==> config.mk <==
export PLATFORM = sky130hd
export DESIGN_NAME = pnrf_mul
export DESIGN_NICKNAME = d
export VERILOG_FILES = /design/src/design/pnrf_pkg.sv /design/src/design/pnrf_mul.sv
export SDC_FILE = /design/constraint.sdc
export NUM_CORES = 2
export LEC_CHECK = 0
export BUFFER_PORTS_ARGS = -buffer_cell sky130_fd_sc_hd__clkbuf_2
export CORE_MARGIN = 3
export CORE_UTILIZATION = 30
export CTS_CLUSTER_DIAMETER = 200
export CTS_CLUSTER_SIZE = 8
export DETAILED_ROUTE_END_ITERATION = 10
export PLACE_DENSITY = 0.47
export SLEW_MARGIN = 20
export SYNTH_ARGS = -nofsm -noshare
export SYNTH_HDL_FRONTEND = slang
export SYNTH_SLANG_ARGS = --single-unit
==> constraint.sdc <==
create_clock -name clock -period 26.1 [get_ports clock]
set_input_delay 5.22 -clock clock [delete_from_list [all_inputs] [get_ports clock]]
set_output_delay 5.22 -clock clock [all_outputs]
set_load 0.05 [all_outputs]
==> src/design/pnrf_pkg.sv <==
// Shared types, constants and helper functions for the polynomial Newton root finder.
package pnrf_pkg;

   localparam int MaxCoeffs = 16;
   localparam int IdxW      = $clog2(MaxCoeffs);
   localparam int QW        = 48;
   localparam int CountW    = 5;
   localparam int TolW      = 32;
   localparam int IterW     = 8;
   localparam int CsrAddrW  = 2;
   localparam int CsrDataW  = 32;

   localparam logic [CsrAddrW-1:0] CSR_COEFF_COUNT = 2'd0;
   localparam logic [CsrAddrW-1:0] CSR_TOLERANCE   = 2'd1;
   localparam logic [CsrAddrW-1:0] CSR_MAX_ITER    = 2'd2;

   localparam logic FUNC_WRITE = 1'b0;
   localparam logic FUNC_SOLVE = 1'b1;

   localparam logic signed [QW-1:0] QMax = {1'b0, {(QW-1){1'b1}}};
   localparam logic signed [QW-1:0] QMin = {1'b1, {(QW-1){1'b0}}};

   // Saturate a wider signed value to the Q16.32 range.
   function automatic logic signed [QW-1:0] sat_q(input logic signed [QW+1:0] v);
      logic signed [QW+1:0] hi;
      logic signed [QW+1:0] lo;
      hi = {{2{1'b0}}, QMax};
      lo = {{2{1'b1}}, QMin};
      if (v > hi)      sat_q = QMax;
      else if (v < lo) sat_q = QMin;
      else             sat_q = v[QW-1:0];
   endfunction

   // Apply a sign to a 64-bit magnitude and saturate to the Q16.32 range.
   function automatic logic signed [QW-1:0] sign_sat(input logic [63:0] m,
                                                     input logic neg);
      logic [63:0] lim;
      lim = 64'd1 << (QW-1);
      if (neg) begin
         if (m > lim) sign_sat = QMin;
         else         sign_sat = QW'(-m);
      end else begin
         if (m >= lim) sign_sat = QMax;
         else          sign_sat = QW'(m);
      end
   endfunction

   function automatic logic [QW-1:0] mag_q(input logic signed [QW-1:0] v);
      mag_q = v[QW-1] ? QW'(-v) : v;
   endfunction

endpackage

==> src/design/pnrf_mul.sv <==
// Sequential Q16.32 saturating multiplier built from 48x16 partial products.
module pnrf_mul
   import pnrf_pkg::*;
(
   input  logic                 clock,
   input  logic                 reset,
   input  logic                 start,
   input  logic signed [QW-1:0] a,
   input  logic signed [QW-1:0] b,
   output logic                 done,
   output logic signed [QW-1:0] prod
);
   // The magnitude of a is multiplied by the magnitude of b, one 16-bit chunk of |b| at a time.
   logic [QW-1:0]  ma_ff, ma_in;
   logic [QW-1:0]  mb_ff, mb_in;
   logic [95:0]    acc_ff, acc_in;
   logic [1:0]     step_ff, step_in;
   logic           busy_ff, busy_in;
   logic           neg_ff, neg_in;
   logic           done_ff, done_in;
   logic [QW-1:0]  prod_ff, prod_in;
   logic [15:0]    chunk;
   logic [63:0]    part;
   logic [63:0]    shifted;

   always_comb begin
      chunk = mb_ff[16*step_ff +: 16];
      part  = {16'd0, ma_ff} * {48'd0, chunk};
   end

   always_comb begin
      ma_in   = ma_ff;
      mb_in   = mb_ff;
      acc_in  = acc_ff;
      step_in = step_ff;
      busy_in = busy_ff;
      neg_in  = neg_ff;
      done_in = 1'b0;
      prod_in = prod_ff;
      shifted = 64'd0;
      if (start) begin
         ma_in   = mag_q(a);
         mb_in   = mag_q(b);
         neg_in  = a[QW-1] ^ b[QW-1];
         acc_in  = 96'd0;
         step_in = 2'd0;
         busy_in = 1'b1;
      end else if (busy_ff) begin
         acc_in = acc_ff + ({32'd0, part} << (16*step_ff));
         if (step_ff == 2'd2) begin
            busy_in = 1'b0;
            done_in = 1'b1;
            if (acc_in[95:95] != 1'b0 || acc_in[94:32] > {1'b0, {62{1'b1}}}) begin
               shifted = 64'd1 << 63;
            end else begin
               shifted = acc_in[95:32];
            end
            prod_in = sign_sat(shifted, neg_ff);
         end else begin
            step_in = step_ff + 2'd1;
         end
      end
   end

   always_ff @(posedge clock) begin
      if (reset) begin
         busy_ff <= 1'b0;
         done_ff <= 1'b0;
         step_ff <= 2'd0;
      end else begin
         busy_ff <= busy_in;
         done_ff <= done_in;
         step_ff <= step_in;
      end
      ma_ff   <= ma_in;
      mb_ff   <= mb_in;
      acc_ff  <= acc_in;
      neg_ff  <= neg_in;
      prod_ff <= prod_in;
   end

   assign done = done_ff;
   assign prod = prod_ff;
endmodule

; ---- Word-level counts from Yosys, hierarchy flattened
; Cells that the tools add are included.
[totals]
regBits = 245
inputBits = 99
wordCells = 44
[op_classes]
n_addsub = 5
mul = 1
magnitude_cmp = 3
eq_ne = 1
shift = 2
n_mux = 13
bitwise = 4
n_reduce_logical = 5
[ops]
columns = op, n
row1 = 64-bit 2-to-1 mux, 4
row2 = 48-bit 2-to-1 mux, 3
row3 = 48-bit negation, 3
row4 = 96-bit adder, 1
row5 = 64-bit by 6-bit << shifter with 96-bit output, 1
row6 = 47-bit 2-to-1 mux, 2
row7 = "64-bit by 48-bit greater-or-equal comparator with 1-bit output, second input constant", 1
row8 = "64-bit by 48-bit greater-than comparator with 1-bit output, second input constant", 1
row9 = 48-bit by 16-bit multiplier with 64-bit output, 1
row10 = "63-bit by 62-bit greater-than comparator with 1-bit output, second input constant", 1
row11 = 48-bit by 7-bit variable part select with 16-bit output, 1
row12 = 1-bit 2-to-1 mux, 4
row13 = 1-bit inverter, 3
row14 = 3-bit AND reduction, 1
row15 = 3-bit OR reduction, 1
row16 = "2-bit by 1-bit adder with 2-bit output, second input constant", 1
row17 = "2-bit equality test, second input constant", 1
row18 = 2-bit AND reduction, 1
row19 = 2-bit OR reduction, 1
row20 = 1-bit logical OR, 1
row21 = 1-bit XOR, 1

; ---- Logic depth before layout (Yosys ltp)
[depth]
ltp_word = 13
ltp_mapped = 57

; ---- Worst setup path after synthesis
; OpenSTA, ideal clock, no wires.
[synth_path]
kind = register to register
from = register step_ff[0]
to = register prod_ff[6] (netlist: prod[6]), data pin
t_arrival_ns = 12.680
required_time_ns = 25.821
slack_ns = 13.141
path_stages_with_launch = 51
n_path_buf = 7
synth_period_minus_slack_ns = 12.959
path_cell_list = dfxtp_1 buf_1 buf_1 mux2i_1 o21ai_0 clkbuf_1 and2_1 fa_1 inv_1 fa_1 fa_1 fa_1 inv_1 fa_1 inv_1 fa_1 inv_1 ha_1 [15 not listed] o21ai_0 a21oi_1 o21ai_0 a311oi_1 o221a_2 a21oi_1 o31ai_1 xnor3_1 nor2_1 clkbuf_1 clkbuf_1 nand2_1 ha_1 nand2_1 o41ai_4 a31oi_1 buf_2 a311oi_1
[synth_via]
elab_chain_len = 13
elab_cells_between_ends = 16
cone_classes = 2 x add/sub / 1 x mul / 3 x order compare / 2 x shift / 7 x mux / 1 x reduce/logical
[synth_rtl]
columns = item, line
row1 = from (decl), pnrf_mul.sv:17  ; logic [1:0] step_ff, step_in;
row2 = from (signal assigned), pnrf_mul.sv:73  ; step_ff <= step_in;
row3 = 48-bit by 7-bit variable part select with 16-bit output, pnrf_mul.sv:27  ; chunk = mb_ff[16*step_ff +: 16];
row4 = 48-bit by 16-bit multiplier with 64-bit output, pnrf_mul.sv:28  ; part = {16'd0, ma_ff} * {48'd0, chunk};
row5 = 64-bit by 6-bit << shifter with 96-bit output (*), pnrf_mul.sv:49  ; acc_in = acc_ff + ({32'd0, part} << (16*step_ff));
row6 = 96-bit adder (*), pnrf_mul.sv:49
row7 = 63-bit by 62-bit greater-than comparator with 1-bit output, pnrf_mul.sv:53  ; if (acc_in[95:95] != 1'b0 || acc_in[94:32] > {1'b0, {62{1'b1}}}) begin
row8 = 1-bit logical OR, pnrf_mul.sv:53
row9 = 64-bit 2-to-1 mux (*), pnrf_mul.sv:53
row10 = 64-bit 2-to-1 mux (*), pnrf_mul.sv:50  ; if (step_ff == 2'd2) begin
row11 = 64-bit 2-to-1 mux (*), pnrf_mul.sv:48  ; end else if (busy_ff) begin
row12 = 64-bit 2-to-1 mux (*), pnrf_mul.sv:41  ; if (start) begin
row13 = "64-bit by 48-bit greater-or-equal comparator with 1-bit output, or another cell as far along", pnrf_pkg.sv:43  ; if (m >= lim) sign_sat = QMax;
row14 = "48-bit 2-to-1 mux, on equally long branches", "pnrf_pkg.sv:43, pnrf_pkg.sv:40"
row15 = 48-bit 2-to-1 mux (*), pnrf_pkg.sv:39  ; if (neg) begin
row16 = to (signal assigned), pnrf_mul.sv:79  ; prod_ff <= prod_in;
row17 = to (decl), pnrf_mul.sv:21  ; logic [QW-1:0] prod_ff, prod_in;
; Mark *: on every way between the ends. The rest lies on a longest branch, timed or not. The select of a mux whose other input is x is not followed.
; A chain may end at the register's enable or synchronous reset.

; ---- Worst setup path after layout
[layout_path]
from = register step_ff[1]
to = register prod_ff[24] (netlist: prod[24]), data pin
; Same word-level chain as after synthesis.

==> run_results.csv <==
group,metric,value,unit
place,place_ws,9.58,ns
floorplan,coreArea,145000,sq um
finish,final_nets,6182,
synthesis,ys.flop_type,"edfxtp_1",
clock_tree,clockBufferDepth,3,
synthesis,yosysWarningCount,0,
place,gp_congestion,0.878,
worst_hold_path,hold_path_class,"reg -> reg",
grt,grt_overflow,0,
timing,setup_violations,0,
grt,antenna_found_initial,1,
critical_path,slowest_stage,"nor2_2",
synthesis,avgSynthCellArea,8.36,sq um
critical_path,cp.arrival,17.09,ns
run_status,status,"complete, no violations",
grt,grt_max_degree,117,
synthesis,synth_edf_count,145,
clock_tree,cts_hold_buffers,0,
timing,drv_slew,0,
clock_tree,cts.htree.levels,2,
synthesis,synthArstFlopShare,0,%
floorplan,die_h,389,um
timing,relSlewSlack,26.0,%
critical_path,critPathMostFrequentCell,"fa_1",
grt,grt_pass1_wl,232,mm
grt,grt_pass1_vias,38019,
route,via_count,36724,
critical_path,endpoint_kind,"register",
timing,final.min_clock_period,16.67,ns
run,maxCapViolations,0,
timing,fin_tns_setup,0,ns
clock_tree,path_clk_slew,0.06,ns
synthesis,yosysUniqueCellTypes,89,
route,ant_nets,0,
clock_tree,cts_tree,"done",
place,io_buffer_count,147,
finish,fillers,15393,
floorplan,die_width,389,um
synthesis,ys_ff_latch,245,
timing,fin_skew,0.0469,ns
floorplan,rows,139,
route,initialDrtViolationCount,2296,
critical_path,setup.worst_path.class,"reg -> reg",
floorplan,num_io_pins,148,
timing,hold_viol_final,0,
clock_tree,clockRootBuffer,"clkbuf_16",
critical_path,slowest_delay,0.82,ns
clock_tree,clk_latency,0.63,ns
timing,fin_crit_sh,63.9,%
synthesis,syn_area,44000,sq um
floorplan,start_util,30.4,%
clock_tree,post_cts_buffers,0,
floorplan,die_area,151000,sq um
finish,final_cell_area,47700,sq um
critical_path,path_max_fanout,58,
synthesis,yosysSeqAreaShare,14.4,%
place,postPlaceCellArea,46600,sq um
route,drtPass1Iterations,6,
timing,rsz0062_at_grt,"false",
grt,grt_use_total,19.7,%
route,drc_errors,0,
clock_tree,clock_sinks,245,
timing,tightest_slew,1.11,ns
finish,drive_above_1_share,6.25,%
route,wl,149,mm
finish,area_delta_synth_final,8.26,%
critical_path,required,26.52,ns
route,route.detailed.wl_per_inst,20.8,um
clock_tree,cts_resized,0,
synthesis,syn_nets,6246,
critical_path,setup.worst_path.start_class,"register",
timing,fin_ws,9.43,ns
timing,fmaxAchievable,60.0,MHz
place,hpwlAfterDp,116,mm
clock_tree,numCtsBuffers,37,
synthesis,syn-instance-count,5269,
route,routed_via_density,5.15,
## flip-flops by register name (all words and copies together), names as in the netlist
| signal | count |
|---|---|
| ma_ff | 48 |
| step_ff | 2 |
| neg_ff | 1 |
| mb_ff | 48 |
| prod | 48 |
| acc_ff | 96 |
| busy_ff | 1 |
| done | 1 |
## cells in the final DEF, fill, tap and decap left out, types with 39 or more instances in the layout
master,netlist,layout
xor2_1,74,74
and2_1,265,265
a21oi_1,276,276
clkbuf_2,1,145
o31ai_1,46,46
dfxtp_1,100,97
buf_4,0,45
xnor2_1,163,163
mux2i_1,126,126
nor2_1,324,321
nand3_1,43,43
ha_1,235,235
a211oi_1,46,46
a21o_1,77,77
o21ai_0,198,182
fa_1,643,643
edfxtp_1,145,145
nand4_1,58,58
o22ai_1,39,39
inv_1,770,769
nand2_1,793,793
nor3_1,61,61
## worst max-delay path, delay by kind of cell, from the launching register on
family                     cells  cell delay (ns)
buffers and inverters          7             1.44
DFF                            1             0.56
xor gates and xnor gates       1             0.50
AOI/OAI and AO/OA             21             6.51
and+or+nand+nor               10             3.01
adders and majority gates      9             4.29
## layout make-up
cell class                 count  area (sq um)  area share [%]
clock inverter                 5          56.3           0.118
timing repair buffer         193          1100            2.31
multi-input combinational   3958         33800            71.0
sequential                   245          6360            13.4
inverter                     770          2890            6.06
tap                         1903          2380            5.00
antenna                        1          2.50         0.00525
clock buffer                  58          1030            2.15
## synthesized netlist by cell type (28+ instances only)
library cell  number  area (sq um)
a211oi_1          46           345
a21o_1            77           578
a21oi_1          276          1380
a31oi_1           31           194
and2_1           265          1660
clkbuf_1         264           991
dfxtp_1          100          2000
edfxtp_1         145          4350
fa_1             643         12900
ha_1             235          2940
inv_1            770          2890
mux2i_1          126          1260
nand2_1          793          2980
nand2b_1          33           206
nand3_1           43           215
nand4_1           58           363
nor2_1           324          1220
nor3_1            61           305
o21ai_0          198           991
o21bai_1          28           210
o22ai_1           39           244
o31ai_1           46           345
xnor2_1          163          1430
xor2_1            74           648
## worst paths after layout
check	start	end	slack [ns]	cells past startpoint
max	step_ff[1]	prod[24]	9.43	48
min	acc_ff[89]	acc_ff[89]	0.47	2
max reg2reg	step_ff[1]	prod[24]	9.43	48
min reg2reg	acc_ff[89]	acc_ff[89]	0.47	2
## stage by stage
stage                     hold WS [ns]  std cells  utilization (%)
after global placement           0.458       7069             32.2
after floorplan                  0.450       5269                -
after detailed placement         0.465       7069             32.2
after CTS                        0.473       7132             32.9
after global routing             0.486       7132             32.9
final                            0.474       7133             32.9
## kinds of logic (layout without fill, tap and decap cells)
family,count (synthesis),after routing,share of synthesized area (%)
DFF,245,245,14.4
muxes,142,142,3.30
buffers and inverters,1066,1026,9.15
other,0,1,0
adders and majority gates,878,878,35.9
and+or+nand+nor,1767,1767,18.8
xor gates and xnor gates,238,238,4.77
AOI/OAI and AO/OA,933,933,13.6
## metal layers
| layer | GRT usage (%) | wire (um) | vias to the layer above |
|---|---|---|---|
| met4 | 5.05 | 3890 | 0 |
| met1 | 27.0 | 67100 | 18543 |
| met3 | 2.58 | 7590 | 158 |
| met2 | 32.5 | 70000 | 933 |
| li1 | - | - | 17090 |
| met5 | 0 | 0 | - |
Power is not shown: default switching activity piles up to over one toggle a cycle in this logic, so the estimate is an artifact.
