--- src/design/pnrf_ram.sv ---
// Generic single-port-write, single-read RAM with registered read data.
module pnrf_ram #(
   parameter int Width = 8,
   parameter int Depth = 16
) (
   input  logic                     clock,
   input  logic                     wr_en,
   input  logic [$clog2(Depth)-1:0] wr_addr,
   input  logic [Width-1:0]         wr_data,
   input  logic [$clog2(Depth)-1:0] rd_addr,
   output logic [Width-1:0]         rd_data
);
   logic [Width-1:0] mem [Depth];

   always_ff @(posedge clock) begin
      if (wr_en) begin
         mem[wr_addr] <= wr_data;
      end
      rd_data <= mem[rd_addr];
   end
endmodule

--- config.mk ---
export PLATFORM = sky130hd
export DESIGN_NAME = pnrf_ram
export DESIGN_NICKNAME = d
export VERILOG_FILES = /design/src/design/pnrf_ram.sv
export SDC_FILE = /design/constraint.sdc
export NUM_CORES = 1
export LEC_CHECK = 0
export ABC_AREA = 1
export BUFFER_PORTS_ARGS = -buffer_cell sky130_fd_sc_hd__buf_2
export CORE_ASPECT_RATIO = 1.1
export CORE_MARGIN = 10
export CORE_UTILIZATION = 60
export CTS_CLUSTER_DIAMETER = 40
export DETAILED_ROUTE_END_ITERATION = 6
export PLACE_DENSITY = 0.78
export SYNTH_ARGS = -nofsm -noshare
export SYNTH_HDL_FRONTEND = slang
export SYNTH_SLANG_ARGS = --single-unit
--- constraint.sdc ---
create_clock -name clock -period 2.6 [get_ports clock]
set_input_delay 0.13 -clock clock [delete_from_list [all_inputs] [get_ports clock]]
set_output_delay 0.13 -clock clock [all_outputs]
set_load 0.02 [all_outputs]
=== Word-level counts from Yosys, hierarchy flattened ===
Memories as Yosys holds them, arrays and structs flattened. A register that Yosys moved wholly into a read port is not among the register bits.
Index checks and enable logic that the tools add are counted.

* Multiplexer cells: 2

{| class="wikitable"
|+ Operators by type and width
! cell !! count
|-
| 1-bit 2-to-1 mux || 2
|}

* Register bits after elaboration: 0
* RAM bits: 128
* Input port bits: 18
* Word-level logic and storage cells: 3
* Memories: 1

{| class="wikitable"
|+ Memory list
! memory !! depth !! bits a word !! rd ports !! clocked after memory_dff !! write ports !! RTL line !! text
|-
| mem || 16 || 8 || 1 || 1 || 1 || 13 || <nowiki>logic [Width-1:0] mem [Depth];</nowiki>
|}

=== Longest topological paths before layout ===
Gate-level depths: netlist of the first run.

* Depth after elaboration: 2
* Depth in mapped cells: 8
* Depth with buffers taken out: 7

=== Worst setup path before layout of the first run ===
OpenSTA, ideal clock, no wires.

* Path kind: input-to-reg
* Start point: in wr_addr[2]
* End point: mem mem[10][0], enable pin
* Setup time: 370 ps
* Arrival: 711 ps
* Data required time: 2230 ps
* Setup slack: 1519 ps
* Stages: 2
* Path through: nand3b_1 -> nor2_1

{| class="wikitable"
|+ RTL lines
! what !! RTL line !! text
|-
| start, declared || 8 || <nowiki>input logic [$clog2(Depth)-1:0] wr_addr,</nowiki>
|-
| end, declared || 13 ||
|}

No word-level cell before the write port.

=== Worst setup path after layout of the first run ===
* Start point: reg rd_data[1], read port of mem
* End point: out rd_data[1]

{| class="wikitable"
|+ RTL lines
! what !! RTL line !! text
|-
| start, declared || 11 || <nowiki>output logic [Width-1:0] rd_data</nowiki>
|}

No word-level cell between the ends.

==> impl_metrics.toml, run 1 <==
[clock_tree]
clk_pin_slew_ps = 60
htree_levels = 4
clock_latency_ps = 530
cts-root-buf = "clkbuf_8"
post_cts_buffers = 0
cts_resized = 0
clock-sinks = 136
cts_max_path_buffers = 2
cts_tree = "yes"
cts_made_buffers = 17

[yosys]
synth_nets = 569
synth_top_family_by_area = "simple AND/OR/NAND/NOR gates"
yosys.area.top_type_share = 0.667
synth.area.top_cells = "edfxtp_1 (67%), nand2_1 (11%), nand3_1 (8.4%)"
yosys.area_share.xor_xnor = 0
syn_area_per_cell_sq_um = 10.5
synthMuxAreaShare = 0
synth_adder_area_share = 0
synth_compound_area_frac = 0
yosys_warnings = 0
synth.largest_area_cell = "edfxtp_1"
ys_ff_latch = 136
synthSimpleGateAreaFrac = 0.210
syn_area_sq_mm = 0.00577
synth_cell_type_count = 12
ys_seq_area_frac = 0.694
syn-instance-count = 551

[layout]
fill_cells = 633
areaGrowthSynthToFinish_pct = 14.1
multiInputGateArea_sq_mm = 0.00121
layout_common_cells = "nand2_1 (173), edfxtp_1 (128), inv_1 (100)"
final_cells = 706
drive_above_1_share = 0.104
final_nets = 594
final_common_cell = "nand2_1"
ff_latch_area_sq_mm = 0.00400
diodes = 0

[route]
vias = 3752
wl_um = 12100
ant_nets = 0
wl_per_cell_um = 17.1
drt_iter0_drc = 326
viasPerCell = 5.31
detail_route.first_pass.iterations = 5
post-route-drc-count = 0

[floorplanning]
pin_count = 26
die_h_um = 123
dieArea_sq_mm = 0.0139
start_util = 0.617
num_rows = 37
coreArea_sq_mm = 0.00935
die_w_um = 113

[sta]
fin_crit_sh = 0.458
setup_viol = 0
slew_viol_final = 0
fin_setup_tns_ps = 0
rsz0062_at_grt = "false"
hold_violations = 0
fin_crit_ps = 1190
slew_headroom = 0.444
max_freq_mhz = 839
worst_pin_slew_ps = 830
fin_worst_skew_ps = 7.15

[pwr]
power_density_mw_per_mm2 = 815
ir_worst_vdd_uv = 658
leakage_nw = 2.86

[worst_setup_path]
cpLargestDelayFamily = "flip-flops"
critPathBufInv = 1
required_ps = 2470
cp-end-kind = "output pin"
max_stage_delay_ps = 350
cp_slowest_cell = "dfxtp_1"
worstSetupPathType = "reg2out"
cp_data_arrival_time_ps = 1060
path_cells = "buf_2"
critPathMaxFanout = 1
start_kind = "flop"

[global_route]
grt_pass1_vias = 3719
overflow = 0
grt_pass1_wl_um = 19300
antenna_found_initial = 0
grtUsageTotal = 0.183
grt_max_degree = 65

[min_path]
hold_path.class = "in2reg"

[placement]
hpwl_um = 7430
port-buffer-count = 25
dpl.cell_count = 672
gp_congestion = 0.887

[run]
max_cap_viol_count = 0

[run_status]
outcome = "finished clean"
==> synth_stat cells <==
cell type	count
nand2_1	173
edfxtp_1	128
buf_4	4
inv_2	2
buf_1	1
inv_1	100
nor2_1	17
dfxtp_1	8
nand3b_1	2
buf_2	13
nand3_1	97
buf_6	6
==> path summary, 6_finish.rpt <==
path	startpoint	end	slack (ps)	cells past startpoint
hold reg to reg	mem[15][4]$_DFFE_PP_	rd_data[4]$_DFF_P_	660	6
setup / recovery	rd_data[1]$_DFF_P_	rd_data[1]	1410	1
setup reg to reg	mem[5][6]$_DFFE_PP_	rd_data[6]$_DFF_P_	1530	6
hold / removal	wr_data[3]	mem[3][3]$_DFFE_PP_	20	1
==> report_power, final <==
part	internal (mW)	switching, mW	leakage, nW	total [mW]
logic	0.0822	0.220	1.32	0.302
registers	2.45	0.0137	1.22	2.47
clock network	1.73	0.864	0.315	2.60
total	4.27	1.10	2.86	5.36
==> layout make-up <==
class	count	share of cell area
clock inverter	11	0.0293
clock buffer	21	0.0698
tap	117	0.0223
inverter	102	0.0582
timing repair buffer	30	0.0274
multi-input combinational	289	0.184
sequential	136	0.609
==> what timing repair did <==
action / in CTS / in global routing
hold endpoints to repair: 11 / 0
hold buffers: 2 / 0
setup endpoints to repair: 0 / 0
==> flip-flops by register name, indices dropped and copies added (netlist names) <==
signal / flops
mem: 128
rd_data: 8
==> kinds of logic after synthesis <==
family | Yosys count
simple gates | 289
flops | 136
buf+inv | 126
==> metrics by stage <==
step	utilization	worst slack [ps]	power [mW]	area, sq um	hold slack, ps
finish	0.704	1410	5.36	6580	19.2
CTS	0.704	1410	5.39	6580	6.84
global placement	0.632	1120	2.80	5910	482
floorplan	-	1520	2.70	5770	229
detailed placement	0.632	1060	2.81	5910	482
global route	0.704	1370	5.52	6580	8.70
==> metal layers <==
layer	part of all wire	GRT usage	routed length, um	vias to the layer above
met1	0.39	0.212	4740	1758
met4	0.025	0.0746	301	0
met2	0.51	0.310	6160	142
met5	0	0	0	-
li1	-	-	-	1820
met3	0.073	0.0576	888	32
Power figures use the tool's default switching activity.
==> inputs of run 2 (changes only) <==
--- a/config.mk
+++ b/config.mk
@@ -9,10 +9,10 @@
 export BUFFER_PORTS_ARGS = -buffer_cell sky130_fd_sc_hd__buf_2
 export CORE_ASPECT_RATIO = 1.1
 export CORE_MARGIN = 10
-export CORE_UTILIZATION = 60
+export CORE_UTILIZATION = 55
 export CTS_CLUSTER_DIAMETER = 40
 export DETAILED_ROUTE_END_ITERATION = 6
-export PLACE_DENSITY = 0.78
+export PLACE_DENSITY = 0.75
 export SYNTH_ARGS = -nofsm -noshare
 export SYNTH_HDL_FRONTEND = slang
 export SYNTH_SLANG_ARGS = --single-unit
==> constraint.sdc (replaced) <==
create_clock -name clock -period 1 [get_ports clock]
set_input_delay 0.05 -clock clock [delete_from_list [all_inputs] [get_ports clock]]
set_output_delay 0.05 -clock clock [all_outputs]
set_load 0.02 [all_outputs]
==> impl_metrics.toml, run 2 (synthesis results as in run 1) <==
[run_status]
outcome = "finished clean"

[sta]
slew_headroom = 0.719
fin_worst_skew_ps = 9.39
setup_viol = 0
hold_violations = 0
slew_viol_final = 0
rsz0062_at_grt = "true"
fin_crit_sh = 0.959
fin_crit_ps = 959
worst_pin_slew_ps = 421
hold_slack_ps = 28.4
max_freq_mhz = 1040

[global_route]
grt_pass1_wl_um = 19900
overflow = 0
antenna_found_initial = 0
grt_pass1_vias = 3948
grt_max_degree = 33
grtUsageTotal = 0.171

[worst_setup_path]
critPathMaxFanout = 1
path_cells = "inv_1, nand2_1, nand3_1, nand3_1, nand3_2, nand2_1"
cp_data_arrival_time_ps = 1250
worstSetupPathType = "reg2reg"
cpLargestDelayFamily = "simple AND/OR/NAND/NOR gates"
cp-end-kind = "flop"
start_kind = "flop"
cp_slowest_cell = "edfxtp_1"
required_ps = 1290
max_stage_delay_ps = 360
critPathBufInv = 1

[layout]
largest_reg_flops = 128
final_common_cell = "nand2_1"
reg_top3 = "mem: 128 flops, rd_data: 8 flops"
layout_common_cells = "nand2_1 (173), edfxtp_1 (128), inv_1 (100)"
final_nets = 618
diodes = 0
fill_cells = 740
top_register = "mem"
areaGrowthSynthToFinish_pct = 18.0
drive_above_1_share = 0.152
final_cells = 756

[route]
viasPerCell = 5.17
vias = 3909
post-route-drc-count = 0
drt_iter0_drc = 247
ant_nets = 0
wl_um = 12600
wl_per_cell_um = 16.7
detail_route.first_pass.iterations = 5

[placement]
dpl.cell_count = 724
hpwl_um = 7910
gp_congestion = 0.833
port-buffer-count = 25

[floorplanning]
pin_count = 26
start_util = 0.560
die_h_um = 127
die_w_um = 118
dieArea_sq_mm = 0.0150
coreArea_sq_mm = 0.0103
num_rows = 39

[pwr]
leakage_nw = 2.98
p_total_mw = 13.1
power_density_mw_per_mm2 = 1930
ir_worst_vdd_uv = 1270

[clock_tree]
cts_tree = "yes"
cts_made_buffers = 17
cts-root-buf = "clkbuf_16"
htree_levels = 4
clock_latency_ps = 410
post_cts_buffers = 0
clock-sinks = 136
cts_max_path_buffers = 2
clk_pin_slew_ps = 50

[run]
max_cap_viol_count = 0

[min_path]
hold_path.class = "in2reg"
==> run 2: worst paths after layout <==
kind | startpoint | to | slack (ps) | cells past startpoint
min reg2reg | mem[12][2]$_DFFE_PP_ | rd_data[2]$_DFF_P_ | 660 | 6
max reg2reg | mem[14][6]$_DFFE_PP_ | rd_data[6]$_DFF_P_ | 40 | 6
min | wr_data[2] | mem[6][2]$_DFFE_PP_ | 30 | 1
max | mem[14][6]$_DFFE_PP_ | rd_data[6]$_DFF_P_ | 40 | 6
==> run 2: layer usage <==
metal  track usage  share of wire  vias up
met5             0              0        -
met4        0.0859          0.021        0
met3        0.0370          0.066       27
met2         0.301           0.53      159
met1         0.194           0.38     1852
li1              -              -     1871
==> run 2: stage by stage <==
step                cell area, sq um  setup slack, ps  setup TNS, ps  utilization
floorplan                       5770           -0.845          -54.0            -
global placement                6200            -40.4           -259        0.602
detailed placement              6200             -102          -1510        0.602
CTS                             6760             11.7              0        0.656
global route                    6810            -40.2          -57.7        0.661
finish                          6810             40.6              0        0.661
==> run 2: final cells by class <==
class,instances,area (sq um),share of cell area
Sequential cell,136,4010,0.588
Multi-Input combinational cell,289,1260,0.185
Timing Repair Buffer,54,423,0.0621
Inverter,102,383,0.0562
Clock inverter,9,100,0.0147
Tap cell,143,179,0.0263
Clock buffer,23,458,0.0673
==> run 2: where the power goes <==
group          switching, mW  total [mW]  internal, mW  leakage (nW)
clock                   2.14        5.85          3.71         0.271
sequential            0.0403        6.42          6.38          1.22
combinational          0.582       0.869         0.287          1.49
total                   2.76        13.1          10.4          2.98
==> run 2: timing repair <==
item                                    in CTS  in global routing
gates resized for setup                      2                 10
endpoints found under the setup margin       1                  8
hold buffers                                 0                  0
pin swaps                                    0                  2
==> run 2: worst reg2reg max path, stage by stage (launching register included) <==
cell,delay [ps]
edfxtp_1,360
inv_1,70
nand2_1,50
nand3_1,80
nand3_1,110
nand3_2,120
nand2_1,60
==> inputs of run 3 (changes only) <==
==> config.mk (replaced) <==
export PLATFORM = sky130hd
export DESIGN_NAME = pnrf_ram
export DESIGN_NICKNAME = d
export VERILOG_FILES = /design/src/design/pnrf_ram.sv
export SDC_FILE = /design/constraint.sdc
export NUM_CORES = 1
export LEC_CHECK = 0
export BUFFER_PORTS_ARGS = -buffer_cell sky130_fd_sc_hd__buf_2
export CORE_ASPECT_RATIO = 1.1
export CORE_MARGIN = 10
export CORE_UTILIZATION = 54
export CTS_CLUSTER_DIAMETER = 40
export DETAILED_ROUTE_END_ITERATION = 6
export PLACE_DENSITY = 0.74
export SYNTH_ARGS = -nofsm -noshare
export SYNTH_HDL_FRONTEND = slang
export SYNTH_SLANG_ARGS = --single-unit
==> impl_metrics.toml, run 3 <==
[pwr]
leakage_nw = 2.18
switching_power_mw = 2.59
p_comb_frac = 0.061
p_int_mw = 10.4
clkPwrFrac = 0.444
power_density_mw_per_mm2 = 2010
seqPwrFrac = 0.495
ir_worst_vdd_uv = 1140
p_sw_frac = 0.199
p_total_mw = 13.0

[route]
post-route-drc-count = 0
viasPerCell = 5.84
vias = 2536
wl_per_cell_um = 23.0
drt_iter0_drc = 245
wl_um = 9980
ant_nets = 0
detail_route.first_pass.iterations = 4

[worst_setup_path]
max_stage_delay_ps = 480
required_ps = 1400
cp_slowest_cell = "mux4_2"
path_cells = "mux4_2, a22oi_2, nand2_1"
worstSetupPathType = "reg2reg"
reg2reg_depth = 3
start_kind = "flop"
cp_data_arrival_time_ps = 1660
cpLargestDelayFamily = "multiplexers"
rr_endpoint = "rd_data[1]$_DFF_P_"
critPathBufInv = 0
rrSetupSlack_ps = -260
critPathMaxFanout = 1
cp-end-kind = "flop"
reg2reg_from = "mem[2][1]$_DFFE_PP_"

[layout]
final_nets = 322
multiInputGateArea_sq_mm = 0.00112
diodes = 0
layout_common_cells = "edfxtp_1 (128), mux4_2 (31), buf_4 (23)"
areaGrowthSynthToFinish_pct = 25.6
final_cells = 434
drive_above_1_share = 0.470
top_register = "mem"
reg_top3 = "mem: 128 flops, rd_data: 8 flops"
final_common_cell = "edfxtp_1"
ff_latch_area_sq_mm = 0.00401
fill_cells = 554
largest_reg_flops = 128

[min_path]
min_to = "mem[0][5]$_DFFE_PP_"
hold_path.class = "in2reg"
hold_start = "wr_addr[1]"
hold_depth = 4

[yosys]
synth.most_common_cell = "edfxtp_1"
ys_ff_latch = 136
yosys_warnings = 0
synth.largest_area_cell = "edfxtp_1"
syn_area_sq_mm = 0.00515
synthTopCellsByCount = "edfxtp_1 (128), mux4_2 (18), a22oi_1 (16)"
ys_seq_area_frac = 0.778
yosys.area.top_type_share = 0.747
synth_nets = 247
synth-async-reset-ratio = 0
syn_area_per_cell_sq_um = 22.5
synth.area.top_cells = "edfxtp_1 (75%), mux4_2 (7.9%), mux4_1 (7.1%)"
synth_edf_count = 128
synth_cell_type_count = 19
syn-instance-count = 229
synth_flop_cell = "edfxtp_1"

[global_route]
grt_pass1_wl_um = 15800
antenna_found_initial = 0
grtUsageTotal = 0.155
grt_max_degree = 23
overflow = 0
grt_pass1_vias = 2699

[sta]
fin_setup_tns_ps = -2080
worst_pin_slew_ps = 951
setup_slack_ps = -259
hold_violations = 0
fin_crit_sh = 1.26
slew_viol_final = 0
slew_headroom = 0.364
rsz0062_at_grt = "true"
max_freq_mhz = 794
fin_crit_ps = 1260
setup_viol = 14
fin_worst_skew_ps = 4.06

[floorplanning]
coreArea_sq_mm = 0.00935
pin_count = 26
die_w_um = 113
num_rows = 37
start_util = 0.550
dieArea_sq_mm = 0.0138
die_h_um = 122

[clock_tree]
clk_pin_slew_ps = 60
htree_levels = 4
cts_tree = "yes"
clock_latency_ps = 510
cts_max_path_buffers = 2
cts-root-buf = "clkbuf_8"
clock-sinks = 136
cts_made_buffers = 17

[run_status]
violations = "negative setup slack"
outcome = "finished with violations"

[placement]
gp_congestion = 0.764
hpwl_um = 6460
dpl.cell_count = 394
port-buffer-count = 25

[run]
max_cap_viol_count = 0
-- run 3: changes by cell type after synthesis, sizes merged --
| cell | delta |
|---|---|
| clkdlybuf4s25 | +3 |
| and2b | +1 |
| inv | -102 |
| nor2 | -4 |
| and2 | +1 |
| mux4 | +32 |
| buf | -17 |
| nand2 | -164 |
| nand3 | -96 |
| nand2b | +2 |
| or3b | +1 |
| a22oi | +16 |
| nor2b | +1 |
| nor3 | +4 |
-- run 3: worst max-delay path by stage --
stage          depth (start not counted)            endpoint            startpoint
2_1_floorplan                          5  rd_data[1]$_DFF_P_            rd_addr[0]
4_1_cts                                3  rd_data[6]$_DFF_P_  mem[11][6]$_DFFE_PP_
5_1_grt                                3  rd_data[3]$_DFF_P_   mem[7][3]$_DFFE_PP_
3_3_place_gp                           5  rd_data[1]$_DFF_P_            rd_addr[0]
6_report                               3  rd_data[1]$_DFF_P_   mem[2][1]$_DFFE_PP_
3_5_place_dp                           5  rd_data[1]$_DFF_P_            rd_addr[0]
-- run 3: cells by family after synthesis --
| logic type | synth area share |
|---|---|
| multiplexers | 0.150 |
| flip-flops | 0.778 |
| buffers and inverters | 0.0168 |
| AO/OA/AOI/OAI | 0.0233 |
| AND/OR/NAND/NOR | 0.0318 |
-- run 3: timing repair --
item	4_1_cts	5_1_grt
hold endpoints to repair	128	0
hold buffers	8	0
setup buffers	0	0
pin swaps	5	1
gates resized for setup	32	4
setup endpoints to repair	16	16
-- run 3: through the flow --
| stage | util | area [sq um] | hold slack, ps | worst slack (ps) |
|---|---|---|---|---|
| 2_1_floorplan | - | 5190 | 149 | -158 |
| 3_3_place_gp | 0.613 | 5730 | 430 | -493 |
| 3_5_place_dp | 0.613 | 5730 | 445 | -505 |
| 4_1_cts | 0.690 | 6450 | 103 | -254 |
| 5_1_grt | 0.692 | 6470 | 130 | -318 |
| 6_report | 0.692 | 6470 | 132 | -259 |
-- run 3: layout make-up --
| class | count | area share |
|---|---|---|
| Clock buffer | 23 | 0.0706 |
| Clock inverter | 9 | 0.0155 |
| Multi-Input combinational cell | 83 | 0.174 |
| Sequential cell | 136 | 0.621 |
| Tap cell | 117 | 0.0226 |
| Timing Repair Buffer | 66 | 0.0971 |
-- run 3: worst register-to-register path, stage by stage, from the launching register on --
cell and delay [ps]:
edfxtp_1 370, mux4_2 480, a22oi_2 230, nand2_1 70
-- run 3: per-layer routing --
| metal | share of wire | vias up | GRT usage | wire length (um) |
|---|---|---|---|---|
| li1 | - | 1110 | - | - |
| met1 | 0.43 | 1316 | 0.199 | 4270 |
| met2 | 0.50 | 96 | 0.240 | 4970 |
| met3 | 0.055 | 14 | 0.0454 | 552 |
| met4 | 0.019 | 0 | 0.0683 | 190 |
| met5 | 0 | - | 0 | 0 |
-- run 3: power by group through the flow --
stage	Combinational, mW	Sequential [mW]	Clock [mW]
after floorplan	0.358	6.57	0
after global placement	0.690	6.53	0
after detailed placement	0.706	6.53	0
final	0.798	6.44	5.78
after CTS	0.798	6.44	5.88
after global routing	0.860	6.44	6.10
