**src/design/pnrf_pkg.sv**
```systemverilog
// Shared types, constants and helper functions for the polynomial Newton root finder.
package pnrf_pkg;

   localparam int MaxCoeffs = 16;
   localparam int IdxW      = $clog2(MaxCoeffs);
   localparam int QW        = 48;
   localparam int CountW    = 5;
   localparam int TolW      = 32;
   localparam int IterW     = 8;
   localparam int CsrAddrW  = 2;
   localparam int CsrDataW  = 32;

   localparam logic [CsrAddrW-1:0] CSR_COEFF_COUNT = 2'd0;
   localparam logic [CsrAddrW-1:0] CSR_TOLERANCE   = 2'd1;
   localparam logic [CsrAddrW-1:0] CSR_MAX_ITER    = 2'd2;

   localparam logic FUNC_WRITE = 1'b0;
   localparam logic FUNC_SOLVE = 1'b1;

   localparam logic signed [QW-1:0] QMax = {1'b0, {(QW-1){1'b1}}};
   localparam logic signed [QW-1:0] QMin = {1'b1, {(QW-1){1'b0}}};

   // Saturate a wider signed value to the Q16.32 range.
   function automatic logic signed [QW-1:0] sat_q(input logic signed [QW+1:0] v);
      logic signed [QW+1:0] hi;
      logic signed [QW+1:0] lo;
      hi = {{2{1'b0}}, QMax};
      lo = {{2{1'b1}}, QMin};
      if (v > hi)      sat_q = QMax;
      else if (v < lo) sat_q = QMin;
      else             sat_q = v[QW-1:0];
   endfunction

   // Apply a sign to a 64-bit magnitude and saturate to the Q16.32 range.
   function automatic logic signed [QW-1:0] sign_sat(input logic [63:0] m,
                                                     input logic neg);
      logic [63:0] lim;
      lim = 64'd1 << (QW-1);
      if (neg) begin
         if (m > lim) sign_sat = QMin;
         else         sign_sat = QW'(-m);
      end else begin
         if (m >= lim) sign_sat = QMax;
         else          sign_sat = QW'(m);
      end
   endfunction

   function automatic logic [QW-1:0] mag_q(input logic signed [QW-1:0] v);
      mag_q = v[QW-1] ? QW'(-v) : v;
   endfunction

endpackage

```
**src/design/pnrf_div.sv**
```systemverilog
// Restoring Q16.32 divider producing one quotient bit per cycle.
module pnrf_div
   import pnrf_pkg::*;
(
   input  logic                 clock,
   input  logic                 reset,
   input  logic                 start,
   input  logic signed [QW-1:0] a,
   input  logic signed [QW-1:0] b,
   output logic                 done,
   output logic signed [QW-1:0] quot
);
   // The dividend is |a| << 32, 80 bits; quotient bits above bit 47 only saturate.
   localparam int NumW = QW + 32;

   logic [NumW-1:0] num_ff, num_in;
   logic [QW:0]     rem_ff, rem_in;
   logic [QW-1:0]   den_ff, den_in;
   logic [NumW-1:0] q_ff, q_in;
   logic [6:0]      cnt_ff, cnt_in;
   logic            busy_ff, busy_in;
   logic            neg_ff, neg_in;
   logic            done_ff, done_in;
   logic [QW-1:0]   quot_ff, quot_in;
   logic [QW:0]     trial;
   logic [63:0]     qm;

   always_comb begin
      num_in  = num_ff;
      rem_in  = rem_ff;
      den_in  = den_ff;
      q_in    = q_ff;
      cnt_in  = cnt_ff;
      busy_in = busy_ff;
      neg_in  = neg_ff;
      done_in = 1'b0;
      quot_in = quot_ff;
      trial   = {rem_ff[QW-1:0], num_ff[NumW-1]};
      qm      = 64'd0;
      if (start) begin
         num_in  = {mag_q(a), 32'd0};
         den_in  = mag_q(b);
         rem_in  = '0;
         q_in    = '0;
         cnt_in  = 7'(NumW);
         neg_in  = a[QW-1] ^ b[QW-1];
         busy_in = 1'b1;
      end else if (busy_ff) begin
         num_in = {num_ff[NumW-2:0], 1'b0};
         if (trial >= {1'b0, den_ff}) begin
            rem_in = trial - {1'b0, den_ff};
            q_in   = {q_ff[NumW-2:0], 1'b1};
         end else begin
            rem_in = trial;
            q_in   = {q_ff[NumW-2:0], 1'b0};
         end
         cnt_in = cnt_ff - 7'd1;
         if (cnt_ff == 7'd1) begin
            busy_in = 1'b0;
            done_in = 1'b1;
            // Integer part of 2^16 or more saturates.
            if (q_in[NumW-1:QW] != '0) qm = 64'd1 << 63;
            else                       qm = {16'd0, q_in[QW-1:0]};
            quot_in = sign_sat(qm, neg_ff);
         end
      end
   end

   always_ff @(posedge clock) begin
      if (reset) begin
         busy_ff <= 1'b0;
         done_ff <= 1'b0;
         cnt_ff  <= '0;
      end else begin
         busy_ff <= busy_in;
         done_ff <= done_in;
         cnt_ff  <= cnt_in;
      end
      num_ff  <= num_in;
      rem_ff  <= rem_in;
      den_ff  <= den_in;
      q_ff    <= q_in;
      neg_ff  <= neg_in;
      quot_ff <= quot_in;
   end

   assign done = done_ff;
   assign quot = quot_ff;
endmodule

```
**config.mk**
```make
export PLATFORM = sky130hd
export DESIGN_NAME = pnrf_div
export DESIGN_NICKNAME = d
export VERILOG_FILES = /design/src/design/pnrf_pkg.sv /design/src/design/pnrf_div.sv
export SDC_FILE = /design/constraint.sdc
export NUM_CORES = 1
export LEC_CHECK = 0
export ABC_AREA = 1
export ABC_CLOCK_PERIOD_IN_PS = 6400
export CORE_MARGIN = 2
export CORE_UTILIZATION = 30
export CTS_CLUSTER_DIAMETER = 100
export DETAILED_ROUTE_END_ITERATION = 12
export DONT_BUFFER_PORTS = 1
export GPL_TIMING_DRIVEN = 0
export MAX_ROUTING_LAYER = met4
export PLACE_DENSITY = 0.45
export SLEW_MARGIN = 40
export SYNTH_ARGS = -nofsm -noshare
export SYNTH_HDL_FRONTEND = slang
export SYNTH_SLANG_ARGS = --single-unit
```
**constraint.sdc**
```tcl
create_clock -name clock -period 6.4 [get_ports clock]
set_clock_uncertainty 0.2 [all_clocks]
set_input_delay 0 -clock clock [delete_from_list [all_inputs] [get_ports clock]]
set_output_delay 0 -clock clock [all_outputs]
set_load 0.005 [all_outputs]
```
* Word-level counts from Yosys, hierarchy flattened
Cells that the tools add are included.
Word-level totals: output and inout port bits 49, logic and storage cells 49, flip-flop bits (word level) 281, bits of input ports 99
Operators by class: equality and inequality tests 1, reduce and logical (&&, ||, !) cells 5, $lt $le $gt $ge 3, add/sub/neg operators 5, muxes and demuxes 21, bitwise operators 3
Operators by type and width (count):
- 2-to-1 mux 80 bit | 4
- 2-to-1 mux 64 bit | 4
- 2-to-1 mux 48 bit | 5
- negation 48 bit | 3
- greater-or-equal comparator 64 x 48 -> 1 bit, second input constant | 1
- greater-than comparator 64 x 48 -> 1 bit, second input constant | 1
- greater-or-equal comparator 49 x 48 -> 1 bit | 1
- subtractor 48 bit | 1
- 2-to-1 mux 47 bit | 1
- nonzero test 32 bit | 1
- 2-to-1 mux 7 bit | 2
- == test 7 x 1 -> 1 bit, second input constant | 1
- subtractor 7 x 1 -> 7 bit, second input constant | 1
- 2-to-1 mux 1 bit | 5
- AND reduction 3 bit | 1
- OR reduction 3 bit | 1
- NOT 1 bit | 2
- nonzero test 2 bit | 1
- OR reduction 2 bit | 1
- bitwise XOR 1 bit | 1

* Longest topological paths before layout
Gate-level depths: netlist of the first run.
depth after elaboration 12, gate-level depth with buffers 25, depth with buffers taken out 24

* Worst setup path after synthesis of the first run
Ideal clock, no wire load.
kind flip-flop to flip-flop, from register cnt_ff[1], to register quot_ff[0], in the netlist quot[0] (enable), path slack 2800 ps, arrival 2947 ps, period minus slack after synthesis 3600 ps, stages on the path, launching flop included 7, library setup time 454 ps, path buffers 0, data required time 5746 ps, cell sequence dfxtp_1 -> inv_1 -> ha_1 -> inv_1 -> nor4_1 -> inv_1 -> nor2_1
On the way: cells in the longest elaborated chain, start to end 2
Ends and longest elaborated chain:
- start, declared | line pnrf_div.sv:20 | logic [6:0] cnt_ff, cnt_in;
- start signal, assigned | line pnrf_div.sv:77 | cnt_ff <= cnt_in;
- == test 7 x 1 -> 1 bit | line pnrf_div.sv:58 | if (cnt_ff == 7'd1) begin
- AND reduction 3 bit (no line)
- end signal, assigned | line pnrf_div.sv:84 | quot_ff <= quot_in;
- end, declared | line pnrf_div.sv:24 | logic [QW-1:0] quot_ff, quot_in;
No other way between the ends. A chain may end at the register's enable or synchronous reset.

* Worst setup path after layout of the first run
from register den_ff[7], to register quot_ff[2], in the netlist quot[2] (data pin)
On the way: cells in the longest elaborated chain, start to end 11, elaborated cells between the ends (all ways) 14, classes of those cells add/sub (1); order compare (3); mux (10)
Ends and longest elaborated chain:
- start, declared | line pnrf_div.sv:18 | logic [QW-1:0] den_ff, den_in;
- start signal, assigned | line pnrf_div.sv:81 | den_ff <= den_in;
- greater-or-equal comparator 49 x 48 -> 1 bit * | line pnrf_div.sv:50 | if (trial >= {1'b0, den_ff}) begin
- 2-to-1 mux 1 bit * | line pnrf_div.sv:50
- 2-to-1 mux 80 bit * | line pnrf_div.sv:48 | end else if (busy_ff) begin
- 2-to-1 mux 80 bit * | line pnrf_div.sv:40 | if (start) begin
- 2-to-1 mux 64 bit * | line pnrf_div.sv:62 | if (q_in[NumW-1:QW] != '0) qm = 64'd1 << 63;
- 2-to-1 mux 64 bit * | line pnrf_div.sv:58
- 2-to-1 mux 64 bit * | line pnrf_div.sv:48
- 2-to-1 mux 64 bit * | line pnrf_div.sv:40
- greater-or-equal comparator 64 x 48 -> 1 bit (tied with other cells) | line pnrf_pkg.sv:43 | if (m >= lim) sign_sat = QMax;
- 2-to-1 mux 48 bit (on tied branches) | line pnrf_pkg.sv:43, pnrf_pkg.sv:40
- 2-to-1 mux 48 bit * | line pnrf_pkg.sv:39 | if (neg) begin
Mark *: on every way between the ends. The rest lies on a longest branch, timed or not. The select of a mux whose other input is x is not followed.

==> impl_results.md, run 1 <==
- Sinks on Clock Net: 281
- Final ANT Viol Nets: 0
- WP data arrival: 4790 ps
- Leakage component of the power: 9.50 nW
- Hold/Removal Path Class: input port to flip-flop
- Minimum setup slack after placement: 1820 ps
- Synthesized flop and latch total: 281
- Number of pins exceeding their max-slew limit in the final report: 0
- Number of standard cells after synthesis: 2474
- Cell seen most often among critical-path stages: sky130_fd_sc_hd__nand2_1
- Proportion of register bits with asynchronous set or reset after synthesis: 0%
- Critical path endpoint: quot[2]
- Iteration count of the initial detailed-routing pass: 9
- Vias in the first global route: 17500
- Count of port buffers added during placement: 0
- Initial antenna violation count: 0
- Half-perimeter wire length of the detailed placement result: 47200 µm
- Share of Yosys cell area claimed by the top area cell type: 24.1%
- Highest fanout seen on the critical path: 10
- Reg2reg setup slack: 1710 ps
- Antenna diode instance count: 0
- Wire length of the first global-routing pass: 95200 µm
- Buffers from clock root to sink, at most: 3
- Run status: complete, no violations
- Number of nets in the synthesized netlist: 2627
- Largest voltage drop on the vdd net: 136 µV
- I/O pin total: 148
- Count of cell types in the netlist: 55
- Pin slew with the least headroom to its limit: 884 ps
- EDFF count, synth: 145
- Launch point of the worst path: den_ff[7]
- Clock transition at the register clock pins on the worst setup and hold paths after CTS: 60 ps
- DRC violations left: 0
- Vert. Die Dim: 250 µm
- Wirelength per Cell: 17.4 µm
- Endpoint class of the critical path: flip-flop
- F_max: 213 MHz
- Count of cells along the worst register-to-register path: 22
- Mean area per synthesized cell: 7.31 µm²
- CP Cell Sequence: inv_1 > ha_1 > nand2_1 > inv_1 > a21oi_1 > nand3_1 > nand2_1 > nand2_1 > nand2_1 > nand3_4 > nand2_2 > buf_4 > ha_1 > nand2_1 > inv_1 > nand2_2 > nor2_4 > nand3_2 > nand2_4 > nand2_2 > buf_2 > o21ai_0
- Largest area contributor in the synthesized netlist: sky130_fd_sc_hd__edfxtp_1
- Warnings from Yosys: 0
- Number of DRC markers in iteration 0: 1137
- Post-layout minimum cycle time: 4690 ps
- Top cells by instance count after synthesis: 561 x sky130_fd_sc_hd__nand2_1, 332 x sky130_fd_sc_hd__inv_1, 273 x sky130_fd_sc_hd__nor2_1
- Netlist Area Pre-Place: 18100 µm²
- Largest net degree at the start of global routing: 54
- Placer Congestion: 0.952
- Data required, critical path: 6500 ps
- Total number of vias: 17500
- Total wire length after detailed routing: 61100 µm
- Switching Share: 27.0%
- Core box area: 60000 µm²
- Final nets: 2863
- Via count normalized by instance count: 4.98
- Part of the total power dissipated in combinational logic: 15.3%
- Final setup fails: 0
- Num CTS Buffers: 36
- Proportion of power drawn by flip-flops and latches: 42.2%
- Least setup slack across all paths after layout: 1710 ps
- Final Hold Viols: 0
- Initial cell density of the core: 30.1%
- Net load switching power: 0.00129 W
- Summed negative setup slack over all endpoints: 0 ps
- # Max-Cap Violations: 0
- Worst slew margin relative to its limit: 41.1%
- Relative contribution of the clock network to total power: 42.5%
- Int Power: 0.00349 W
- Overall overflow remaining after global route: 0
- Cell chosen for the clock root: sky130_fd_sc_hd__clkbuf_16
- Startpoint types: flip-flop
- Final period utilization: 73.3%
- Crit Path Class: flip-flop to flip-flop
- Power Density: 214 nW/µm²
- Biggest area contributors in the synthesized netlist: sky130_fd_sc_hd__edfxtp_1 24%, sky130_fd_sc_hd__dfxtp_1 15%, sky130_fd_sc_hd__nand2_1 12%, sky130_fd_sc_hd__inv_1 6.9%, sky130_fd_sc_hd__nor2_1 5.7%
- Area added between synthesis and finish: 23.2%
- Number of rows in the core area: 90
- Post-synthesis sequential area ratio: 39.1%
- Post-CTS sizing: 0
- Most frequent cell after synthesis: sky130_fd_sc_hd__nand2_1
- Endpoint of the worst register-to-register path: quot[2]
- CP max stage cell: sky130_fd_sc_hd__o21ai_0
- CTS tree: yes
- CP peak stage delay: 390 ps
- Worst flop-to-flop path startpoint: den_ff[7]
- Layout cell share with drive strength beyond 1: 4.93%
- Post-synth top flop: sky130_fd_sc_hd__edfxtp_1
- GRT Resource Usage Total: 19.9%
- Htree depth: 2
- Clock latency on the worst-skew pair: 570 ps
- Total die area: 62300 µm²
- Setup repair after global routing missed its margin: false
- Width of the chip: 250 µm
==> kinds of logic after synthesis <==
group,synth area share [%]
adders and majority gates,3.78
DFF,39.1
xor gates and xnor gates,7.02
AOI/OAI and AO/OA,15.2
and+or+nand+nor,25.9
buffers and inverters,9.05
==> power by group through the flow <==
| stage | logic, W | clock network (W) | registers (W) |
|---|---|---|---|
| after floorplan | 0.000401 | 0 | 0.00205 |
| after global placement | 0.000564 | 0 | 0.00206 |
| after detailed placement | 0.000567 | 0 | 0.00206 |
| after CTS | 0.000727 | 0.00209 | 0.00202 |
| after global routing | 0.000809 | 0.00216 | 0.00203 |
| final | 0.000731 | 0.00203 | 0.00202 |
==> metrics by stage <==
step	utilization, %	cell area [µm²]	hold WS [ps]	power (W)	std cells
after floorplan	-	18100	-131	0.00245	2474
after global placement	31.8	19100	-127	0.00262	3256
after detailed placement	31.9	19100	-126	0.00262	3259
after CTS	37.1	22300	3.30	0.00484	3519
after global routing	37.1	22300	20.1	0.00499	3519
final	37.1	22300	1.81	0.00478	3519
==> flip-flops by register name, indices dropped and copies added (netlist names) <==
name and count:
busy_ff 1, cnt_ff 7, num_ff 48, den_ff 48, quot 48, rem_ff 48, q_ff 79, done 1
neg_ff 1
==> worst max-delay path: cells and delay by family, from the launching register on <==
family	cells	cell delay, ps
AND/OR/NAND/NOR	13	2080
buffers and inverters	5	660
AO/OA/AOI/OAI	2	620
adder cells (fa/ha/maj)	2	470
flip-flops	1	370
==> final cells by class <==
cell class / count / area (µm²)
clock inverter: 19 / 206
fill: 6361 / 37700
timing repair buffer: 198 / 2020
buffer: 78 / 377
tap: 782 / 978
multi-input combinational: 1778 / 9400
inverter: 337 / 1260
clock buffer: 46 / 970
sequential: 281 / 7080
==> timing repair <==
| item | 4_1_cts | 5_1_grt |
|---|---|---|
| endpoints found under the hold margin | 184 | 0 |
| hold buffers | 195 | 0 |
| buffers inserted | 0 | 0 |
==> placed cells by master, fill, tap and decap left out, types with 5 or more instances in the layout <==
cell type and count:
sky130_fd_sc_hd__a21o_1 5, sky130_fd_sc_hd__a21oi_1 87, sky130_fd_sc_hd__a31oi_1 22, sky130_fd_sc_hd__buf_2 9, sky130_fd_sc_hd__buf_6 6, sky130_fd_sc_hd__clkbuf_1 64
sky130_fd_sc_hd__clkbuf_16 37, sky130_fd_sc_hd__clkinv_1 6, sky130_fd_sc_hd__clkinv_2 8, sky130_fd_sc_hd__dfxtp_1 136, sky130_fd_sc_hd__dlygate4sd3_1 194, sky130_fd_sc_hd__edfxtp_1 145
sky130_fd_sc_hd__ha_1 53, sky130_fd_sc_hd__inv_1 332, sky130_fd_sc_hd__nand2_1 561, sky130_fd_sc_hd__nand2_2 9, sky130_fd_sc_hd__nand3_1 124, sky130_fd_sc_hd__nand3b_1 6
sky130_fd_sc_hd__nand4_1 28, sky130_fd_sc_hd__nor2_1 271, sky130_fd_sc_hd__nor2_2 9, sky130_fd_sc_hd__nor3_1 32, sky130_fd_sc_hd__nor4_1 32, sky130_fd_sc_hd__o211ai_1 18
sky130_fd_sc_hd__o21ai_0 201, sky130_fd_sc_hd__o21ai_1 8, sky130_fd_sc_hd__o21ai_2 12, sky130_fd_sc_hd__o21bai_1 15, sky130_fd_sc_hd__o22ai_1 80, sky130_fd_sc_hd__o31ai_1 5
sky130_fd_sc_hd__o41ai_1 5, sky130_fd_sc_hd__or2_2 12, sky130_fd_sc_hd__xnor2_1 57, sky130_fd_sc_hd__xor2_1 88
==> worst min path at each step <==
stage	from	endpoint	slack (ps)	cells past startpoint
final	b[30]	den_ff[43]	2	6
after CTS	reset	cnt_ff[6]	3	2
after global placement	reset	cnt_ff[6]	-130	1
after global routing	reset	cnt_ff[6]	20	2
after floorplan	reset	cnt_ff[6]	-130	1
after detailed placement	reset	cnt_ff[6]	-130	1
==> routing by layer <==
| layer | up-vias | wire, µm | GRT usage [%] |
|---|---|---|---|
| li1 | 8721 | - | - |
| met1 | 8176 | 26900 | 24.1 |
| met2 | 485 | 29200 | 33.7 |
| met3 | 126 | 2880 | 2.70 |
| met4 | 0 | 2070 | 7.40 |
| met5 | - | 0 | - |
(Power assumes the default switching activity.)
==> run 2, diff against run 1 <==
Settings changed: ABC_CLOCK_PERIOD_IN_PS 6400 to 3900, PLACE_DENSITY 0.45 to 0.46.
Clock period 6.4 ns to 3.9 ns, I/O delays scaled along.
==> run 2 against run 1 <==
Effect of this change:
- the run now ends with hold timing left
- total power up 63%
- sequential share of layout area down 0.22 points
- non-clock buffer count up 5
- critical path type unchanged
- largest cell class unchanged
==> impl_results.md, run 2 (synthesis results as in run 1) <==
- Leakage component of the power: 9.54 nW
- DRC violations left: 0
- Number of DRC markers in iteration 0: 1008
- Data required, critical path: 4110 ps
- I/O pin total: 148
- HP Start: a[28]
- CTS tree: yes
- Final nets: 2867
- Vert. Die Dim: 250 µm
- Num CTS Buffers: 35
- Buffers from clock root to sink, at most: 3
- Layout cell share with drive strength beyond 1: 6.24%
- Iteration count of the initial detailed-routing pass: 5
- Final setup fails: 0
- Final period utilization: 97.0%
- Overall overflow remaining after global route: 0
- Sinks on Clock Net: 281
- Cell chosen for the clock root: sky130_fd_sc_hd__clkbuf_16
- Violated checks: hold timing
- Run status: finished with violations
- Worst flop-to-flop path startpoint: den_ff[16]
- Largest net degree at the start of global routing: 54
- Half-perimeter wire length of the detailed placement result: 49100 µm
- Fin Hold WS: -15.4 ps
- # fillers: 6361
- Post-layout minimum cycle time: 3780 ps
- # Max-Cap Violations: 0
- Wire length of the first global-routing pass: 98700 µm
- WP data arrival: 3990 ps
- CP max stage cell: sky130_fd_sc_hd__edfxtp_1
- Design Area, Final: 22500 µm²
- Proportion of power drawn by flip-flops and latches: 42.6%
- Hold/Removal Path Class: input port to flip-flop
- Clock latency on the worst-skew pair: 570 ps
- Register Area: 7080 µm²
- Int Power: 0.00562 W
- Power Density: 346 nW/µm²
- Switching Share: 27.7%
- Endpoint of the worst register-to-register path: quot[10]
- CP peak stage delay: 370 ps
- Total die area: 62300 µm²
- Cell seen most often among critical-path stages: sky130_fd_sc_hd__nand2_2
- Largest register FFs: 79
- Register bank with the most flops: q_ff
- Highest fanout seen on the critical path: 10
- CP Cell Sequence: inv_1 > ha_1 > a21oi_1 > o21ai_1 > a21oi_1 > nand2_2 > nand2_1 > nand3_4 > nand2_8 > ha_1 > nand2_2 > inv_1 > nand2_4 > nor2_4 > nand3_4 > nand2_4 > nand2_2 > buf_6 > buf_12 > o21ai_2
- Net load switching power: 0.00215 W
- Total wire length after detailed routing: 63500 µm
- Startpoint types: flip-flop
- Number of rows in the core area: 90
- Count of port buffers added during placement: 0
- Via count normalized by instance count: 4.99
- Tot Pwr: 0.00777 W
- Part of the total power dissipated in combinational logic: 15.9%
- Endpoint class of the critical path: flip-flop
- Worst slew margin relative to its limit: 45.1%
- Core box area: 60000 µm²
- Number of pins exceeding their max-slew limit in the final report: 0
- Htree depth: 2
- Largest voltage drop on the vdd net: 246 µV
- Clock transition at the register clock pins on the worst setup and hold paths after CTS: 60 ps
- Crit Path Class: flip-flop to flip-flop
- Width of the chip: 250 µm
- Vias in the first global route: 17700
- Total area of multi-input combinational cells: 9530 µm²
- Pin slew with the least headroom to its limit: 815 ps
- Most common cell after layout, fill and taps aside: sky130_fd_sc_hd__nand2_1
- F_max: 264 MHz
- Least setup slack across all paths after layout: 117 ps
- Total number of vias: 17600
- Minimum setup slack after placement: -773 ps
- Final ANT Viol Nets: 0
- Post-placement cell area: 19200 µm²
- Initial antenna violation count: 1
- Relative contribution of the clock network to total power: 41.5%
- Worst Hold Path Cells: 6
- Placer Congestion: 0.963
- Final Hold Viols: 1
- Hold Path Sink: num_ff[62]
- Count of cells along the worst register-to-register path: 20
- Layout Utilization: 37.4%
- Reg2reg setup slack: 120 ps
- Initial cell density of the core: 30.1%
- GRT Resource Usage Total: 20.7%
- Wirelength per Cell: 18.0 µm
- Area added between synthesis and finish: 24.1%
- Leading cell types in the layout, fill and taps excluded: 557 x sky130_fd_sc_hd__nand2_1, 331 x sky130_fd_sc_hd__inv_1, 265 x sky130_fd_sc_hd__nor2_1
==> run 2: cell count changes in the layout (fill, tap and decap cells not counted), sizes merged <==
cell         delta
clkbuf          -5
bufinv          -1
clkinvlp        +5
diode           +1
dlygate4sd3     -2
inv             +1
buf             +7
clkinv          -1
==> run 2: power groups by stage <==
| stage | clock network (W) | logic, W | registers, W |
|---|---|---|---|
| CTS | 0.00333 | 0.00122 | 0.00331 |
| global route | 0.00345 | 0.00136 | 0.00332 |
| global placement | 0 | 0.000936 | 0.00338 |
| detailed placement | 0 | 0.000942 | 0.00338 |
| floorplan | 0 | 0.000658 | 0.00336 |
| finish | 0.00322 | 0.00123 | 0.00331 |
==> run 2: area by class of cell <==
cell class,instances,share of cell area [%]
Inverter,337,5.63
Antenna cell,1,0.0111
Clock buffer,41,4.14
Tap cell,782,4.36
Buffer,77,1.71
Clock inverter,23,0.919
Sequential cell,281,31.5
Multi-Input combinational cell,1778,42.4
Timing Repair Buffer,204,9.28
==> run 2: routing by layer <==
metal	vias up	global-route usage [%]	wire (µm)	part of all wire, %
li1	8729	-	-	-
met1	8317	25.5	28600	45
met4	0	5.73	1490	2.4
met2	433	35.5	30900	49
met3	89	2.57	2440	3.8
met5	-	-	0	0
==> run 2: worst max-delay path by stage <==
| stage | start | to | slack, ps | depth (start not counted) |
|---|---|---|---|---|
| 3_3_place_gp | busy_ff | quot[8] | -1270 | 4 |
| 6_report | den_ff[16] | quot[10] | 120 | 20 |
| 5_1_grt | den_ff[18] | quot[10] | -1 | 24 |
| 3_5_place_dp | den_ff[7] | quot[6] | -770 | 22 |
| 4_1_cts | den_ff[18] | quot[10] | 50 | 24 |
| 2_1_floorplan | cnt_ff[1] | quot[0] | 300 | 6 |
==> run 2: timing repair <==
action                     CTS  global route
hold buffers               193             0
hold endpoints to repair   181             0
pin swaps                    4             5
resized for setup           32            18
buffers inserted             5             3
setup endpoints to repair   48            48
==> run 2: stage by stage <==
stage                     std cells  setup TNS (ps)
after floorplan                2474               0
after global placement         3256          -86200
after detailed placement       3259          -22510
after CTS                      3520               0
after global routing           3524           -1.45
final                          3524               0
==> run 2: critical path: cells and delay by family, from the launching register on <==
kind,cells,cell delay [ps]
AND/OR/NAND/NOR,10,1250
AO/OA/AOI/OAI,4,700
buffers and inverters,4,600
adder cells (fa/ha/maj),2,500
flip-flops,1,370
